File: src/rtl/core/gb3_pkg.sv
// Shared types and fixed constants for the 3x3 Gaussian blur stream.
// No dependencies; gb3_kernel, gb3_out_fifo and the top level refer to it by scoped names.
package gb3_pkg;

  // Width of the image_side configuration register.
  localparam int SIDE_BITS  = 13;
  // Reset value of image_side and its lower clamp bound.
  localparam int SIDE_RESET = 4096;
  localparam int SIDE_MIN   = 3;
  // Width of the row and column fields of a result.
  localparam int POS_BITS   = 12;
  // Results one input pixel can produce at most.
  localparam int MAX_RES    = 3;
  localparam int RES_CNT_BITS = 2;
  // Result queue geometry.
  localparam int FIFO_DEPTH    = 8;
  localparam int FIFO_PTR_BITS = 3;
  localparam int FIFO_CNT_BITS = 4;

  // Position and end-of-frame marker of one result.
  typedef struct packed {
    logic [POS_BITS-1:0] row;
    logic [POS_BITS-1:0] col;
    logic                done;
  } gb3_meta_t;

  // Control of the pixel in the kernel stage, decoded from the counters.
  typedef struct packed {
    logic                valid;     // a pixel is in the stage
    logic                has_delay; // row >= 1 and col >= 1
    logic                last_col;  // col == side-1
    logic                last_row;  // row == side-1
    logic                border;    // delayed output lies on the first row or column
    logic [POS_BITS-1:0] row;
    logic [POS_BITS-1:0] col;
  } gb3_stage_t;

endpackage

File: src/rtl/core/gb3_kernel.sv
// Kernel stage: 3x2 window, 1-2-1 x 1-2-1 weighted sum and result selection.
// Depends on gb3_pkg.
module gb3_kernel #(
  parameter int PIXEL_BITS = 16
) (
  input  logic                         clk_i,
  input  logic                         rst_ni,
  input  gb3_pkg::gb3_stage_t          ctrl_i,
  input  logic [PIXEL_BITS-1:0]        pix_i,
  input  logic [PIXEL_BITS-1:0]        older_i,
  input  logic [PIXEL_BITS-1:0]        prev_i,
  output logic [PIXEL_BITS-1:0]        res_pix_o  [gb3_pkg::MAX_RES],
  output gb3_pkg::gb3_meta_t           res_meta_o [gb3_pkg::MAX_RES],
  output logic [gb3_pkg::RES_CNT_BITS-1:0] res_cnt_o
);

  localparam int SumBits = PIXEL_BITS + 4;

  // win_q[k][0] holds column c-2, win_q[k][1] column c-1; k = 0 is row r-2.
  logic [PIXEL_BITS-1:0] win_q [3][2];
  logic [PIXEL_BITS-1:0] col   [3];
  logic [SumBits-1:0]    sum;
  logic [PIXEL_BITS-1:0] delay_pix;
  logic [gb3_pkg::POS_BITS-1:0] orow;
  logic [gb3_pkg::POS_BITS-1:0] ocol;
  logic [1:0]            last_idx;

  assign col[0] = older_i;
  assign col[1] = prev_i;
  assign col[2] = pix_i;

  always_ff @(posedge clk_i or negedge rst_ni) begin
    if (!rst_ni) begin
      for (int k = 0; k < 3; k++) begin
        win_q[k][0] <= '0;
        win_q[k][1] <= '0;
      end
    end else if (ctrl_i.valid) begin
      for (int k = 0; k < 3; k++) begin
        win_q[k][0] <= win_q[k][1];
        win_q[k][1] <= col[k];
      end
    end
  end

  always_comb begin
    sum = SumBits'(win_q[0][0]) + SumBits'(col[0]) + SumBits'(win_q[2][0])
        + SumBits'(col[2])
        + ((SumBits'(win_q[0][1]) + SumBits'(win_q[1][0]) + SumBits'(col[1])
            + SumBits'(win_q[2][1])) << 1)
        + (SumBits'(win_q[1][1]) << 2);
    delay_pix = ctrl_i.border ? win_q[1][1] : sum[SumBits-1:4];
  end

  assign orow = ctrl_i.row - gb3_pkg::POS_BITS'(1);
  assign ocol = ctrl_i.col - gb3_pkg::POS_BITS'(1);

  always_comb begin
    for (int k = 0; k < gb3_pkg::MAX_RES; k++) begin
      res_pix_o[k]  = '0;
      res_meta_o[k] = '0;
    end
    res_cnt_o = '0;
    last_idx  = 2'd0;
    if (ctrl_i.valid) begin
      if (ctrl_i.has_delay) begin
        res_pix_o[0]  = delay_pix;
        res_meta_o[0] = '{row: orow, col: ocol, done: 1'b0};
        last_idx      = 2'd1;
        if (ctrl_i.last_col) begin
          // Right border of the previous row is a plain copy.
          res_pix_o[1]  = prev_i;
          res_meta_o[1] = '{row: orow, col: ctrl_i.col, done: 1'b0};
          last_idx      = 2'd2;
        end
      end
      res_cnt_o = last_idx;
      if (ctrl_i.last_row) begin
        res_pix_o[last_idx]  = pix_i;
        res_meta_o[last_idx] = '{row: ctrl_i.row, col: ctrl_i.col, done: ctrl_i.last_col};
        res_cnt_o            = last_idx + 2'd1;
      end
    end
  end

endmodule

File: config.mk
export PLATFORM = sky130hd
export DESIGN_NAME = gb3_kernel
export DESIGN_NICKNAME = d
export VERILOG_FILES = /design/src/rtl/core/gb3_pkg.sv /design/src/rtl/core/gb3_kernel.sv
export SDC_FILE = /design/constraint.sdc
export NUM_CORES = 1
export LEC_CHECK = 0
export BUFFER_PORTS_ARGS = -buffer_cell sky130_fd_sc_hd__buf_2
export CORE_UTILIZATION = 35
export DETAILED_ROUTE_END_ITERATION = 8
export GPL_TIMING_DRIVEN = 0
export HOLD_SLACK_MARGIN = 0.15
export PLACE_DENSITY = 0.54
export SYNTH_ARGS = -nofsm -noshare
export SYNTH_HDL_FRONTEND = slang
export SYNTH_SLANG_ARGS = --single-unit
File: constraint.sdc
create_clock -name clk_i -period 14.1 [get_ports clk_i]
set_input_delay 2.82 -clock clk_i [delete_from_list [all_inputs] [get_ports clk_i]]
set_output_delay 2.82 -clock clk_i [all_outputs]
set_load 0.005 [all_outputs]
; Word level (Yosys, flattened, before mapping)
; Index checks and enable logic that the tools add are counted.
[word_totals]
reg_bits = 96
in_bits = 79
out_inout_bits = 125
elab_cells = 43
[op_classes]
n_addsub = 11
n_lt_le_gt_ge = 2
mux = 22
bitwise_logic = 1
n_reduce_logical = 1
[op_table]
columns = op, n
row1 = $mux 75, 2
row2 = $mux 50, 2
row3 = $mux 48, 2
row4 = $bwmux 75, 1
row5 = $mux 32, 2
row6 = $demux 25 s2, 1
row7 = $mux 25, 2
row8 = $bwmux 48, 1
row9 = $mux 16, 3
row10 = $add 18x16->19, 2
row11 = $add 17x16->18, 2
row12 = $add 16x16->17, 2
row13 = $demux 16 s2, 1
row14 = $sub 12x1->12 const B, 2
row15 = $add 19x20->20, 1
row16 = $add 20x18->20, 1
row17 = $mux 2, 5
row18 = $ge 3x3->1 const B, 1
row19 = $lt 3x1->1 const B, 1
row20 = $not 2->3, 1
row21 = $add 2x1->2 const B, 1
row22 = $logic_and 1x1->1, 1

; Depth between registers and ports, before layout
[depth]
word_depth = 11
depth_mapped = 26
ltp_nobuf = 26

; Least setup slack after synthesis
; OpenSTA, ideal clock, no wires.
[synth_timing]
kind = input -> output
from = input port prev_i[2]
to = output port res_pix_o[46] (netlist bit)
t_arrival_ns = 8.520
required_ns = 11.280
path_slack_ns = 2.760
stages = 24
n_path_buf = 1
cell_sequence = inv_1 > fa_1 > fa_1 > inv_1 > ha_1 > a211oi_1 > o21ai_0 > a31o_2 > a21o_1 > a21oi_1 > xor2_1 > fa_1 > fa_1 > fa_1 > inv_1 > ha_1 > clkbuf_1 > a211o_1 > a21oi_1 > nor4bb_1 > nand3_1 > nand2_1 > xnor2_1 > o311a_1
[synth_lines]
columns = element, line
row1 = start: declaration, gb3_kernel.sv:11  ; input logic [PIXEL_BITS-1:0] prev_i,
row2 = end: declaration, gb3_kernel.sv:12  ; output logic [PIXEL_BITS-1:0] res_pix_o [gb3_pkg::MAX_RES],

==> key figures <==
Critical path
  – Required @ worst endpoint: 11.28 ns
  – Worst EP arrival: 9.63 ns
  – R2R setup slack: 13.25 ns
  – Crit Path Category: in2out
  – CP max FO: 4
  – CP Launch Type: input port
  – Worst setup EP type: output pin

Synthesis
  – Mapped Cells: 1046
  – Post-Syn Nets: 1261
  – Synth Area in Compound Gates: 0.143
  – Ys Warns: 0
  – Synth Area in Adders: 0.259
  – Yosys reg bits: 96
  – Synth top area cells: dfrtp_1 (26%), fa_1 (20%), inv_1 (7.0%), ha_1 (5.8%), o21ai_0 (4.7%)
  – Most used flip-flop cell after synthesis: dfrtp_1
  – Cell taking the most area after synthesis: dfrtp_1
  – Synth top cells by count: inv_1 (173), nand2_1 (99), dfrtp_1 (96), fa_1 (93), o21ai_0 (87)
  – Multiplexer area fraction after synthesis: 0.0448
  – Register area share after synthesis: 0.260
  – Top-area cell type share of the netlist area: 0.260
  – Synth Area in XOR/XNOR: 0.0379
  – Most common cell in the synthesized netlist: inv_1
  – Largest family of logic cells by synthesized area: adder cells
  – Fraction of registers with async set/reset: 1.00
  – Synth unique cells: 59
  – Post-synth EDFFs: 0
  – Post-synthesis instance area: 0.00925 mm2
  – Simple-Gate Fraction of Synth Area: 0.159
  – Syn_area_per_cell: 8.85 um2

Floorplanning
  – Core area: 0.0260 mm2
  – Initial Util: 0.356
  – Rows: 59
  – Die Wd: 165 um
  – DIE HEIGHT: 165 um
  – I/O pin count: 204
  – Die area: 0.0271 mm2

Global route
  – Largest net degree at the start of global routing: 51
  – Vias in the first global route: 7950
  – Total track usage: 0.244
  – First-pass GRT wire length: 47900 um
  – Initial antenna violation count: 0
  – Overflow after GRT: 0

Clocking
  – Post_cts resized: 0
  – Cts bufs inserted: 9
  – Clock Pin Slew Worst Setup and Hold Paths: 0.07 ns
  – Root Buffer: clkbuf_16
  – Clk Latency, worst-skew pair: 0.36 ns
  – H-tree depth: 3
  – Post-CTS Repair Setup Buffers: 0
  – TritonCTS clock tree: built
  – Max Root-Sink Buffers: 2
  – Sink Count: 96
  – CTS hold repair buffers: 0

Power
  – Pwr Density: 291 mW/mm2
  – Maximum vdd ir drop: 0.238 mV
  – Leakage: 0.00573 uW
  – Design Power: 3200 uW

STA
  – Setup Skew: 0.00847 ns
  – Unrepaired setup endpoints after global routing: false
  – Fmax: 80.3 MHz
  – Relative slew slack: 0.282
  – Endpoints failing setup: 0
  – Slew Viols, Final: 0
  – Final Critical Period: 12.45 ns
  – Final Cycle Share: 0.883
  – Actual slew at the worst max-slew pin: 1.08 ns
  – Setup_tns: 0 ns
  – Final hold vios: 0

Drt
  – Drt via density: 5.07
  – Total number of vias: 8086
  – Top sig layer: met4
  – Met3 wire length: 1700 um
  – DR WL/cell: 20.0 um
  – Wire length on met1: 14500 um
  – Drt total wl: 31900 um
  – Final ANT Viol Nets: 0
  – First-pass DRT Iterations: 5
  – Remaining DRCs: 0
  – DR WL met2: 14800 um
  – Iteration-0 DRC Markers: 547

Placed design
  – IO Port Bufs: 196
  – Routability cong.: 0.874
  – Placed wire-length estimate: 24800 um
  – DP Area: 0.0107 mm2

Run
  – Max-cap violations: 0

Finish
  – Share of layout cells above drive strength 1: 0.207
  – Fillcell total: 2661
  – Largest regs: win_q (96)
  – Register area: 0.00240 mm2
  – Biggest register: win_q
  – Max reg flops: 96
  – Post-layout nets: 1469
  – Final instance area: 0.0110 mm2
  – Synthesis-to-finish area growth: 19.1%
  – Multi-input gate area: 0.00596 mm2

Hold path
  – HP Class: reg2reg

Outcome
  – Status: finished, final reports clean
path summary, 6_finish.rpt:
| kind | cells after the start | start | to |
|---|---|---|---|
| setup / recovery | 27 | prev_i[1] | res_pix_o[44] |
| hold / removal | 2 | win_q[75] | win_q[91] |
| setup reg to reg | 1 | win_q[33] | win_q[33] |
| hold reg to reg | 2 | win_q[75] | win_q[91] |
| max in group asynchronous | 2 | rst_ni | win_q[90] |
| min in group asynchronous | 1 | rst_ni | win_q[81] |
logic make-up (layout without fill, tap and decap cells):
logic type | after synthesis | in the layout
xor+xnor | 40 | 40
other cells | 1 | 2
buf+inv | 232 | 445
simple gates | 290 | 290
mux | 37 | 37
compound gates | 214 | 214
fa+ha+maj | 136 | 136
flops | 96 | 96
placed cells by master, fill, tap and decap left out, drive strengths merged, types with 2 or more instances in the layout:
| cell type | synthesis | layout |
|---|---|---|
| and4 | 2 | 2 |
| nor2 | 45 | 45 |
| ha | 43 | 43 |
| buf | 10 | 207 |
| a31oi | 8 | 8 |
| nor4 | 4 | 4 |
| or4 | 5 | 5 |
| clkbuf | 49 | 59 |
| nand3 | 11 | 11 |
| and3b | 2 | 2 |
| nor3 | 13 | 13 |
| dfrtp | 96 | 96 |
| and3 | 48 | 48 |
| o211ai | 2 | 2 |
| a21boi | 5 | 5 |
| and2 | 19 | 19 |
| o21a | 7 | 7 |
| o31ai | 4 | 4 |
| nand2 | 99 | 99 |
| a21o | 15 | 15 |
| o21ai | 87 | 87 |
| mux2 | 35 | 35 |
| o311a | 2 | 2 |
| fa | 93 | 93 |
| or3 | 7 | 7 |
| a22oi | 22 | 22 |
| a21oi | 38 | 38 |
| xnor2 | 22 | 22 |
| nand3b | 3 | 3 |
| mux2i | 2 | 2 |
| a211o | 3 | 3 |
| inv | 173 | 174 |
| nor2b | 17 | 17 |
| xor2 | 18 | 18 |
| bufinv | 0 | 2 |
| clkinv | 0 | 3 |
| a22o | 12 | 12 |
| o311ai | 2 | 2 |
| nand2b | 9 | 9 |
| or2 | 2 | 2 |
critical path, stage by stage:
cell     delay (ns)
buf_2          0.13
inv_1          0.07
fa_1           0.50
fa_1           0.49
inv_1          0.04
ha_1           0.22
inv_1          0.10
fa_1           0.22
nor2b_1        0.08
o31ai_1        0.42
a21oi_1        0.22
a21o_1         0.24
a21o_1         0.18
a21oi_1        0.16
xor2_1         0.21
fa_1           0.46
fa_1           0.48
fa_1           0.54
inv_1          0.04
ha_1           0.23
or3_1          0.37
o21a_1         0.19
a21o_1         0.17
a21oi_1        0.24
nor2b_1        0.09
o31ai_1        0.50
buf_2          0.21
through the flow:
stage	std cells	util	setup slack, ns	hold slack [ns]
2_1_floorplan	1046	-	2.76	0.453
3_3_place_gp	1577	0.410	1.80	0.464
3_5_place_dp	1578	0.411	1.81	0.471
4_1_cts	1594	0.424	1.78	0.491
5_1_grt	1594	0.424	1.34	0.520
6_report	1595	0.424	1.65	0.490
report_power, final:
part           total [uW]  switching, uW  internal [uW]
Clock                 278            117            161
Combinational        2600           1470           1130
Sequential            324           18.6            305
layout make-up:
| type | count | area share |
|---|---|---|
| timing repair buffer | 197 | 0.0918 |
| clock inverter | 6 | 0.00829 |
| buffer | 59 | 0.0219 |
| inverter | 173 | 0.0589 |
| clock buffer | 10 | 0.0217 |
| multi-input combinational | 718 | 0.541 |
| tap | 335 | 0.0380 |
| antenna | 1 | 0.000227 |
| sequential | 96 | 0.218 |
per-layer routing:
| metal | vias to the layer above | global-route usage |
|---|---|---|
| met5 | - | 0 |
| met4 | 0 | 0.0788 |
| met3 | 42 | 0.0392 |
| met2 | 229 | 0.388 |
| met1 | 3989 | 0.338 |
| li1 | 3826 | - |
(Power assumes the default switching activity.)
