==> src/rtl/core/gb3_pkg.sv <==
// Shared types and fixed constants for the 3x3 Gaussian blur stream.
// No dependencies; gb3_kernel, gb3_out_fifo and the top level refer to it by scoped names.
package gb3_pkg;

  // Width of the image_side configuration register.
  localparam int SIDE_BITS  = 13;
  // Reset value of image_side and its lower clamp bound.
  localparam int SIDE_RESET = 4096;
  localparam int SIDE_MIN   = 3;
  // Width of the row and column fields of a result.
  localparam int POS_BITS   = 12;
  // Results one input pixel can produce at most.
  localparam int MAX_RES    = 3;
  localparam int RES_CNT_BITS = 2;
  // Result queue geometry.
  localparam int FIFO_DEPTH    = 8;
  localparam int FIFO_PTR_BITS = 3;
  localparam int FIFO_CNT_BITS = 4;

  // Position and end-of-frame marker of one result.
  typedef struct packed {
    logic [POS_BITS-1:0] row;
    logic [POS_BITS-1:0] col;
    logic                done;
  } gb3_meta_t;

  // Control of the pixel in the kernel stage, decoded from the counters.
  typedef struct packed {
    logic                valid;     // a pixel is in the stage
    logic                has_delay; // row >= 1 and col >= 1
    logic                last_col;  // col == side-1
    logic                last_row;  // row == side-1
    logic                border;    // delayed output lies on the first row or column
    logic [POS_BITS-1:0] row;
    logic [POS_BITS-1:0] col;
  } gb3_stage_t;

endpackage

==> src/rtl/core/gb3_out_fifo.sv <==
// Result queue: takes up to three results per cycle, hands out one per cycle while ready_i is high.
// Depends on gb3_pkg.
module gb3_out_fifo #(
  parameter int PIXEL_BITS = 16
) (
  input  logic                              clk_i,
  input  logic                              rst_ni,
  input  logic [gb3_pkg::RES_CNT_BITS-1:0]  push_cnt_i,
  input  logic [PIXEL_BITS-1:0]             push_pix_i  [gb3_pkg::MAX_RES],
  input  gb3_pkg::gb3_meta_t                push_meta_i [gb3_pkg::MAX_RES],
  output logic                              valid_o,
  input  logic                              ready_i,
  output logic [PIXEL_BITS-1:0]             pix_o,
  output gb3_pkg::gb3_meta_t                meta_o,
  output logic [gb3_pkg::FIFO_CNT_BITS-1:0] count_o
);

  localparam int PtrBits = gb3_pkg::FIFO_PTR_BITS;
  localparam int CntBits = gb3_pkg::FIFO_CNT_BITS;

  logic [PIXEL_BITS-1:0] pix_q  [gb3_pkg::FIFO_DEPTH];
  gb3_pkg::gb3_meta_t    meta_q [gb3_pkg::FIFO_DEPTH];
  logic [PtrBits-1:0]    wr_ptr_q, wr_ptr_d, rd_ptr_q, rd_ptr_d;
  logic [CntBits-1:0]    count_q, count_d;
  logic                  pop;

  assign valid_o = (count_q != '0);
  assign pop     = valid_o && ready_i;
  assign pix_o   = pix_q[rd_ptr_q];
  assign meta_o  = meta_q[rd_ptr_q];
  assign count_o = count_q;

  always_comb begin
    wr_ptr_d = wr_ptr_q + PtrBits'(push_cnt_i);
    rd_ptr_d = rd_ptr_q + PtrBits'(pop);
    count_d  = count_q + CntBits'(push_cnt_i) - CntBits'(pop);
  end

  always_ff @(posedge clk_i) begin
    for (int k = 0; k < gb3_pkg::MAX_RES; k++) begin
      if (k < int'(push_cnt_i)) begin
        pix_q[wr_ptr_q + PtrBits'(k)]  <= push_pix_i[k];
        meta_q[wr_ptr_q + PtrBits'(k)] <= push_meta_i[k];
      end
    end
  end

  always_ff @(posedge clk_i or negedge rst_ni) begin
    if (!rst_ni) begin
      wr_ptr_q <= '0;
      rd_ptr_q <= '0;
      count_q  <= '0;
    end else begin
      wr_ptr_q <= wr_ptr_d;
      rd_ptr_q <= rd_ptr_d;
      count_q  <= count_d;
    end
  end

endmodule

==> config.mk <==
export PLATFORM = sky130hd
export DESIGN_NAME = gb3_out_fifo
export DESIGN_NICKNAME = d
export VERILOG_FILES = /design/src/rtl/core/gb3_pkg.sv /design/src/rtl/core/gb3_out_fifo.sv
export SDC_FILE = /design/constraint.sdc
export NUM_CORES = 1
export LEC_CHECK = 0
export ABC_AREA = 1
export BUFFER_PORTS_ARGS = -buffer_cell sky130_fd_sc_hd__buf_2
export CORE_ASPECT_RATIO = 1.1
export CORE_MARGIN = 1
export CORE_UTILIZATION = 50
export DETAILED_ROUTE_END_ITERATION = 10
export PLACE_DENSITY = 0.67
export SLEW_MARGIN = 10
export SYNTH_ARGS = -nofsm -noshare
export SYNTH_HDL_FRONTEND = slang
export SYNTH_SLANG_ARGS = --single-unit
==> constraint.sdc <==
create_clock -name clk_i -period 5.7 [get_ports clk_i]
set_input_delay 1.14 -clock clk_i [delete_from_list [all_inputs] [get_ports clk_i]]
set_output_delay 1.14 -clock clk_i [all_outputs]
set_load 0.1 [all_outputs]
==> After elaboration in Yosys (flattened, before gate mapping) <==
Memories as Yosys holds them, arrays and structs flattened.
Cells that the tools add are included.
{ "word_totals": {"reg_bits": 10, "ram_bits": 328, "input_bits": 128, "out_inout_bits": 46, "wordCells": 22, "memories": 2} }
{ "op_classes": {"n_addsub": 6, "n_lt_le_gt_ge": 3, "mux": 6, "n_reduce_logical": 2} }
{ "mem_list": {"columns": ["name", "depth", "word_bits", "read_ports", "rd_clocked_by_memory_dff", "wr", "line", "source"], "rows": [
  ["meta_q", 8, 25, 1, 0, 3, "gb3_out_fifo.sv:22", "gb3_pkg::gb3_meta_t meta_q [gb3_pkg::FIFO_DEPTH];"],
  ["pix_q", 8, 16, 1, 0, 3, "gb3_out_fifo.sv:21", "logic [PIXEL_BITS-1:0] pix_q [gb3_pkg::FIFO_DEPTH];"]
]} }
{ "ops": {"columns": ["op", "n"], "rows": [
  ["1-bit 2-to-1 mux", 6],
  ["4-bit by 2-bit adder with 4-bit output", 1],
  ["1-bit by 2-bit < comparator with 1-bit output (first input constant)", 2],
  ["4-bit nonzero test", 1],
  ["4-bit by 1-bit subtractor with 4-bit output", 1],
  ["3-bit by 1-bit adder with 3-bit output", 1],
  ["3-bit by 1-bit adder with 3-bit output (second input constant)", 1],
  ["3-bit by 2-bit adder with 3-bit output", 1],
  ["3-bit by 2-bit adder with 3-bit output (second input constant)", 1],
  ["2-bit < comparator (first input constant)", 1],
  ["1-bit logical AND", 1]
]} }

==> Logic depth before layout (Yosys ltp) <==
Gate-level depths: netlist (run 1).
{ "depth": {"ltp_word": 3, "mapped_depth": 10} }

==> Worst setup path before layout (run 1) <==
No wires, ideal clock.
{ "synth_path": {"path_kind": "register to register", "startpoint": "register count_q[2] (netlist: count_o[2])", "endpoint": "register count_q[2] (netlist: count_o[2])", "arrival_ns": 3.286, "t_required_ns": 5.576, "slack_ns": 2.290, "path_stages_with_launch": 10, "synth_period_minus_slack_ns": 3.410, "cell_sequence": "dfrtp_1 inv_1 ha_1 nand3_1 and2_1 nand2_1 o21ai_0 ha_1 fa_1 xor2_1"} }
{ "synth_between": {"elab_chain_len": 3, "word_cells_on_any_way": 4} }
{ "synth_rtl": {"columns": ["element", "line", "source"], "rows": [
  ["start, declared", "gb3_out_fifo.sv:24", "logic [CntBits-1:0] count_q, count_d;"],
  ["start signal, assigned", "gb3_out_fifo.sv:56", "count_q <= count_d;"],
  ["4-bit nonzero test", "gb3_out_fifo.sv:27", "assign valid_o = (count_q != '0);"],
  ["named net valid_o", "gb3_out_fifo.sv:11", "output logic valid_o,"],
  ["1-bit logical AND", "gb3_out_fifo.sv:28", "assign pop = valid_o && ready_i;"],
  ["4-bit by 1-bit subtractor with 4-bit output", "gb3_out_fifo.sv:36", "count_d = count_q + CntBits'(push_cnt_i) - CntBits'(pop);"],
  ["named net count_d[2]", "gb3_out_fifo.sv:24", null]
]} }
The timed path passes the listed nets, and every way through them passes these cells.

==> results.sh, run 1 <==
export IMPL_pre_cts_slack_ns=1.82
export IMPL_startpoint_type="flop"
export IMPL_finalCritPeriodShare=0.791
export IMPL_grt_max_degree=107
export IMPL_timing_hold_ws_ns=0.426
export IMPL_slew_headroom=0.0544
export IMPL_fp_row_count=81
export IMPL_critPathCaptureType="output pin"
export IMPL_cts_tree="done"
export IMPL_avgRoutedWirePerCell_um=24.0
export IMPL_min_path_type="in -> async"
export IMPL_p_leak_nw=10.6
export IMPL_fmax_ghz=0.222
export IMPL_die_height_um=225
export IMPL_final_net_count=3181
export IMPL_post_cts_resize_count=0
export IMPL_netlist_top_cells_count="1120 x nand2_1, 344 x nand3_1, 330 x nand4_1"
export IMPL_cts_max_path_buffers=3
export IMPL_clock_skew_ns=0.0247
export IMPL_cts_setup_buffers=0
export IMPL_p_per_area_mw_per_mm2=694
export IMPL_worst_setup_path_type="reg -> out"
export IMPL_viasPerCell=6.46
export IMPL_syn_instance_count=3085
export IMPL_synthTopCellsByArea="edfxtp_1 43%, nand2_1 19%, nand4_1 9.1%"
export IMPL_postLayoutCoreUtil=0.546
export IMPL_nFillCells=4244
export IMPL_syn_nets=3223
export IMPL_synth_warnings=0
export IMPL_first_pass_iters=6
export IMPL_crit_path_top_delay_cell="dfrtp_4"
export IMPL_hold_viol_final=0
export IMPL_cp_arrival_ns=3.37
export IMPL_worstMarginPinSlew_ns=1.42
export IMPL_synth_top_area_frac=0.435
export IMPL_finalWorstSetupSlack_ns=1.19
export IMPL_synthesis_area_mm2=0.0227
export IMPL_drive_above_1_share=0.108
export IMPL_start_util=0.508
export IMPL_synth_distinct_cells=32
export IMPL_fp_dieW_um=205
export IMPL_drtAntennaViolNets=0
export IMPL_outcome="complete, no violations"
export IMPL_p_total_mw=16.9
export IMPL_worstPathMaxFanout=91
export IMPL_async_reset_ff_frac=0.0296
export IMPL_place_hpwl_um=45100
export IMPL_drt_iter0_markers=3309
export IMPL_finalSetupViolations=0
export IMPL_h_tree_depth=2
export IMPL_core_area_mm2=0.0446
export IMPL_cp_slowest_stage_delay_ns=1.17
export IMPL_rsz0062_at_grt="false"
export IMPL_finalSetupTns_ns=0
export IMPL_die_area_mm2=0.0462
export IMPL_final_max_slew_violation_count=0
export IMPL_antenna_found_initial=5
export IMPL_synth_edf_count=328
export IMPL_grt_util_all_layers=0.375
export IMPL_grt_pass1_wl_um=131000
export IMPL_syn_to_final_growth_pct=7.50
export IMPL_overflow=0
export IMPL_post_route_drc_count=0
export IMPL_clk_latency_ns=0.59
export IMPL_critical_path_cell_chain="buf_4 -> o21ai_0 -> o21ai_0 -> nand2_1 -> nand2_1 -> buf_2"
export IMPL_ir_drop_mv=0.638
export IMPL_gp_congestion=0.891
export IMPL_cts_buffers_inserted=38
export IMPL_ctsRootBufferMaster="clkbuf_16"
export IMPL_io_pins=174
export IMPL_ys_seq_elements=338
export IMPL_clock_sinks=338
export IMPL_yosysTopAreaCell="edfxtp_1"
export IMPL_drv_cap=0
export IMPL_vias=23600
export IMPL_synthFlopType="edfxtp_1"
export IMPL_syn_area_per_cell_um2=7.34
export IMPL_yosysMostFrequentCell="nand2_1"
export IMPL_final_period_minus_worst_setup_slack_ns=4.51
export IMPL_clk_pin_slew_worst_paths_ns=0.06
export IMPL_grt_pass1_vias=22700
export IMPL_critical_path_required_ns=4.56
export IMPL_port_buffers=173
export IMPL_drt_total_wl_um=87600
export IMPL_ys_seq_area_frac=0.446
export IMPL_cts_hold_buf=0
-- cell families after synthesis --
kind of cell	Yosys count	share of synthesized area
XOR/XNOR	4	0.00155
buffers and inverters	421	0.0897
flip-flops	338	0.446
adder cells (fa/ha/maj)	10	0.00618
AND/OR/NAND/NOR	2064	0.402
AO/OA/AOI/OAI	248	0.0548
-- worst paths after layout --
check / depth (start not counted) / from / endpoint / slack (ns)
max: 6 / rd_ptr_q[1] / meta_o[19] / 1.19
max in group asynchronous: 1 / rst_ni / rd_ptr_q[0] / 5.04
min: 1 / rst_ni / count_o[3] / 0.43
min reg2reg: 3 / count_o[3] / count_o[3] / 0.69
max reg2reg: 7 / wr_ptr_q[0] / meta_q[0][24] / 1.80
min in group clk_i: 3 / count_o[3] / count_o[3] / 0.69
-- layer usage --
layer	up-vias	global-route usage	part of all wire
met4	6	0.212	0.058
met5	-	0	0.00040
li1	10400	-	-
met1	10900	0.473	0.35
met3	439	0.0885	0.14
met2	1869	0.590	0.45
-- report_power, final --
part | switching, mW | leakage (nW) | internal, mW
combinational | 8.08 | 6.94 | 1.77
sequential | 0.466 | 3.15 | 4.21
clock | 1.05 | 0.563 | 1.33
-- sequential cells by signal, summed over array words and instances, names as in the netlist --
signal	count
wr_ptr_q	3
rd_ptr_q	3
meta_q	200
pix_q	128
count_o	4
-- per-stage QoR --
stage | instance area (µm²) | cells
final | 24400 | 3654
after global routing | 24400 | 3654
after CTS | 24400 | 3652
after detailed placement | 23200 | 3584
after global placement | 23200 | 3584
after floorplan | 22700 | 3085
-- critical path, delay by kind of cell, from the launching register on --
| family | cells | cell delay, ns |
|---|---|---|
| flops | 1 | 1.17 |
| buf+inv | 2 | 1.05 |
| compound gates | 2 | 0.33 |
| simple gates | 2 | 0.23 |
-- layout by cell type, fill, tap and decap left out, types with 3 or more instances in the layout --
master | netlist | final
nand2_1 | 1120 | 1118
nand3_1 | 344 | 332
nand4_1 | 330 | 330
edfxtp_1 | 328 | 328
nor2_1 | 249 | 249
o21ai_0 | 204 | 204
buf_2 | 156 | 173
inv_1 | 95 | 93
buf_4 | 21 | 54
o21ai_1 | 43 | 43
clkbuf_16 | 0 | 41
nand3_2 | 6 | 18
clkbuf_1 | 71 | 13
inv_2 | 11 | 12
clkinv_1 | 1 | 8
ha_1 | 8 | 7
dfrtp_1 | 10 | 7
nand2_2 | 5 | 5
inv_4 | 1 | 4
nor3_2 | 4 | 4
clkinv_2 | 1 | 4
buf_12 | 0 | 3
-- area by class of cell --
type                    count  area, µm²  area share
diodes                      2       5.00    0.000205
clock buffers              56       1100      0.0453
repair buffers            230       1330      0.0547
inverters                 109        419      0.0172
clock inverters            12       50.0     0.00205
multi-input cells        2326      10600       0.436
well taps                 581        727      0.0298
flip-flops and latches    338      10100       0.415
(Power assumes the default switching activity.)
==> run 2: changes to the inputs <==
clock period = 4.3 ns   (was 5.7 ns; I/O delays follow)
==> results.sh, run 2 (synthesis gave the netlist of run 1 again) <==
export IMPL_die_area_mm2=0.0462
export IMPL_finalSetupViolations=0
export IMPL_first_pass_iters=7
export IMPL_critical_path_required_ns=3.44
export IMPL_worstMarginPinSlew_ns=1.31
export IMPL_fp_row_count=81
export IMPL_path_depth=6
export IMPL_crit_path_top_delay_cell="dfrtp_4"
export IMPL_gp_congestion=0.878
export IMPL_avgRoutedWirePerCell_um=23.5
export IMPL_worst_path_buf_inv=2
export IMPL_p_leak_nw=10.7
export IMPL_clk_pin_slew_worst_paths_ns=0.07
export IMPL_cts_buffers_inserted=40
export IMPL_syn_to_final_growth_pct=8.59
export IMPL_r2r_slack_ns=1.05
export IMPL_r2r_end="pix_q[2][3]"
export IMPL_clock_sinks=338
export IMPL_final_net_count=3186
export IMPL_ctsRootBufferMaster="clkbuf_16"
export IMPL_viasPerCell=6.40
export IMPL_reg2reg_from="wr_ptr_q[0]"
export IMPL_h_tree_depth=2
export IMPL_vias=23400
export IMPL_nFillCells=4180
export IMPL_place_hpwl_um=45500
export IMPL_start_util=0.508
export IMPL_grt_util_all_layers=0.371
export IMPL_largest_register="meta_q"
export IMPL_critical_path_cell_chain="buf_12 -> o21ai_0 -> o21ai_1 -> nand2_1 -> nand2_1 -> buf_2"
export IMPL_post_cts_resize_count=0
export IMPL_final_max_slew_violation_count=0
export IMPL_n_antenna_cell=0
export IMPL_overflow=0
export IMPL_worst_setup_path_type="reg -> out"
export IMPL_final_cell_mix="1118 x nand2_1, 332 x nand3_1, 330 x nand4_1"
export IMPL_drt_total_wl_um=86100
export IMPL_grt_max_degree=166
export IMPL_clk_latency_ns=0.58
export IMPL_r2r_cells=5
export IMPL_p_per_area_mw_per_mm2=922
export IMPL_slew_headroom=0.129
export IMPL_rsz0062_at_grt="false"
export IMPL_hold_viol_final=0
export IMPL_cp_slowest_stage_delay_ns=1.13
export IMPL_finalCritPeriodShare=0.932
export IMPL_antenna_found_initial=2
export IMPL_path_common_cell="nand2_1"
export IMPL_grt_pass1_vias=22200
export IMPL_die_height_um=225
export IMPL_finalWorstSetupSlack_ns=0.292
export IMPL_cts_setup_buffers=0
export IMPL_pre_cts_slack_ns=1.05
export IMPL_worstPathMaxFanout=89
export IMPL_min_path_type="in -> async"
export IMPL_critPathCaptureType="output pin"
export IMPL_port_buffers=173
export IMPL_outcome="complete, no violations"
export IMPL_largest_reg_flops=200
export IMPL_final_common_cell="nand2_1"
export IMPL_drv_cap=0
export IMPL_crit_family="flip-flops"
export IMPL_post_route_drc_count=0
export IMPL_grt_pass1_wl_um=130000
export IMPL_startpoint_type="flop"
export IMPL_cp_arrival_ns=3.15
export IMPL_drive_above_1_share=0.111
export IMPL_core_area_mm2=0.0446
export IMPL_cts_tree="done"
export IMPL_cts_max_path_buffers=3
export IMPL_drt_iter0_markers=2945
export IMPL_fp_dieW_um=205
export IMPL_cts_hold_buf=0
export IMPL_ir_drop_mv=0.957
export IMPL_finalSetupTns_ns=0
export IMPL_io_pins=174
export IMPL_drtAntennaViolNets=0
export IMPL_final_period_minus_worst_setup_slack_ns=4.01
export IMPL_clock_skew_ns=0.0234
export IMPL_fmax_ghz=0.250
-- run 2: cell type report --
type                       instances  area (µm²)  area share
timing repair buffer             233        1480      0.0601
tap                              581         727      0.0295
clock buffer                      51        1080      0.0440
clock inverter                    20         173     0.00702
multi-input combinational       2326       10600       0.431
sequential                       338       10100       0.411
inverter                         109         419      0.0170
-- run 2: worst reg2reg max path: stages (launching register included) --
cell	delay, ns
dfrtp_1	0.63
ha_4	0.64
buf_4	0.58
nand3_2	0.19
nand3_2	0.50
buf_12	0.33
-- run 2: how the worst max path moves through the flow --
| stage | startpoint | endpoint | slack, ns |
|---|---|---|---|
| floorplan | count_o[2] | count_o[2] | 0.89 |
| global placement | rd_ptr_q[1] | meta_o[18] | 1.05 |
| detailed placement | rd_ptr_q[1] | meta_o[18] | 1.05 |
| CTS | rd_ptr_q[1] | meta_o[18] | 0.42 |
| global route | rd_ptr_q[1] | meta_o[19] | 0.31 |
| finish | rd_ptr_q[1] | meta_o[19] | 0.29 |
-- run 2: metal layers --
metal	wire length [µm]	GRT usage
met2	39400	0.596
met5	28	0
met1	31100	0.470
met4	4850	0.217
met3	10700	0.0619
-- run 2: power by group --
part,switching (mW),internal [mW],total (mW)
Clock,1.44,1.96,3.40
Sequential,0.526,5.57,6.10
Combinational,10.7,2.46,13.2
-- run 2: per-stage QoR --
step	instance area [µm²]	power, mW	hold slack, ns	std cells	utilization
floorplan	22700	15.7	0.493	3085	-
global placement	23300	18.8	0.641	3587	0.524
detailed placement	23300	19.0	0.652	3587	0.524
CTS	24600	22.4	0.128	3658	0.552
global route	24600	23.6	0.159	3658	0.552
finish	24600	22.7	0.134	3658	0.552
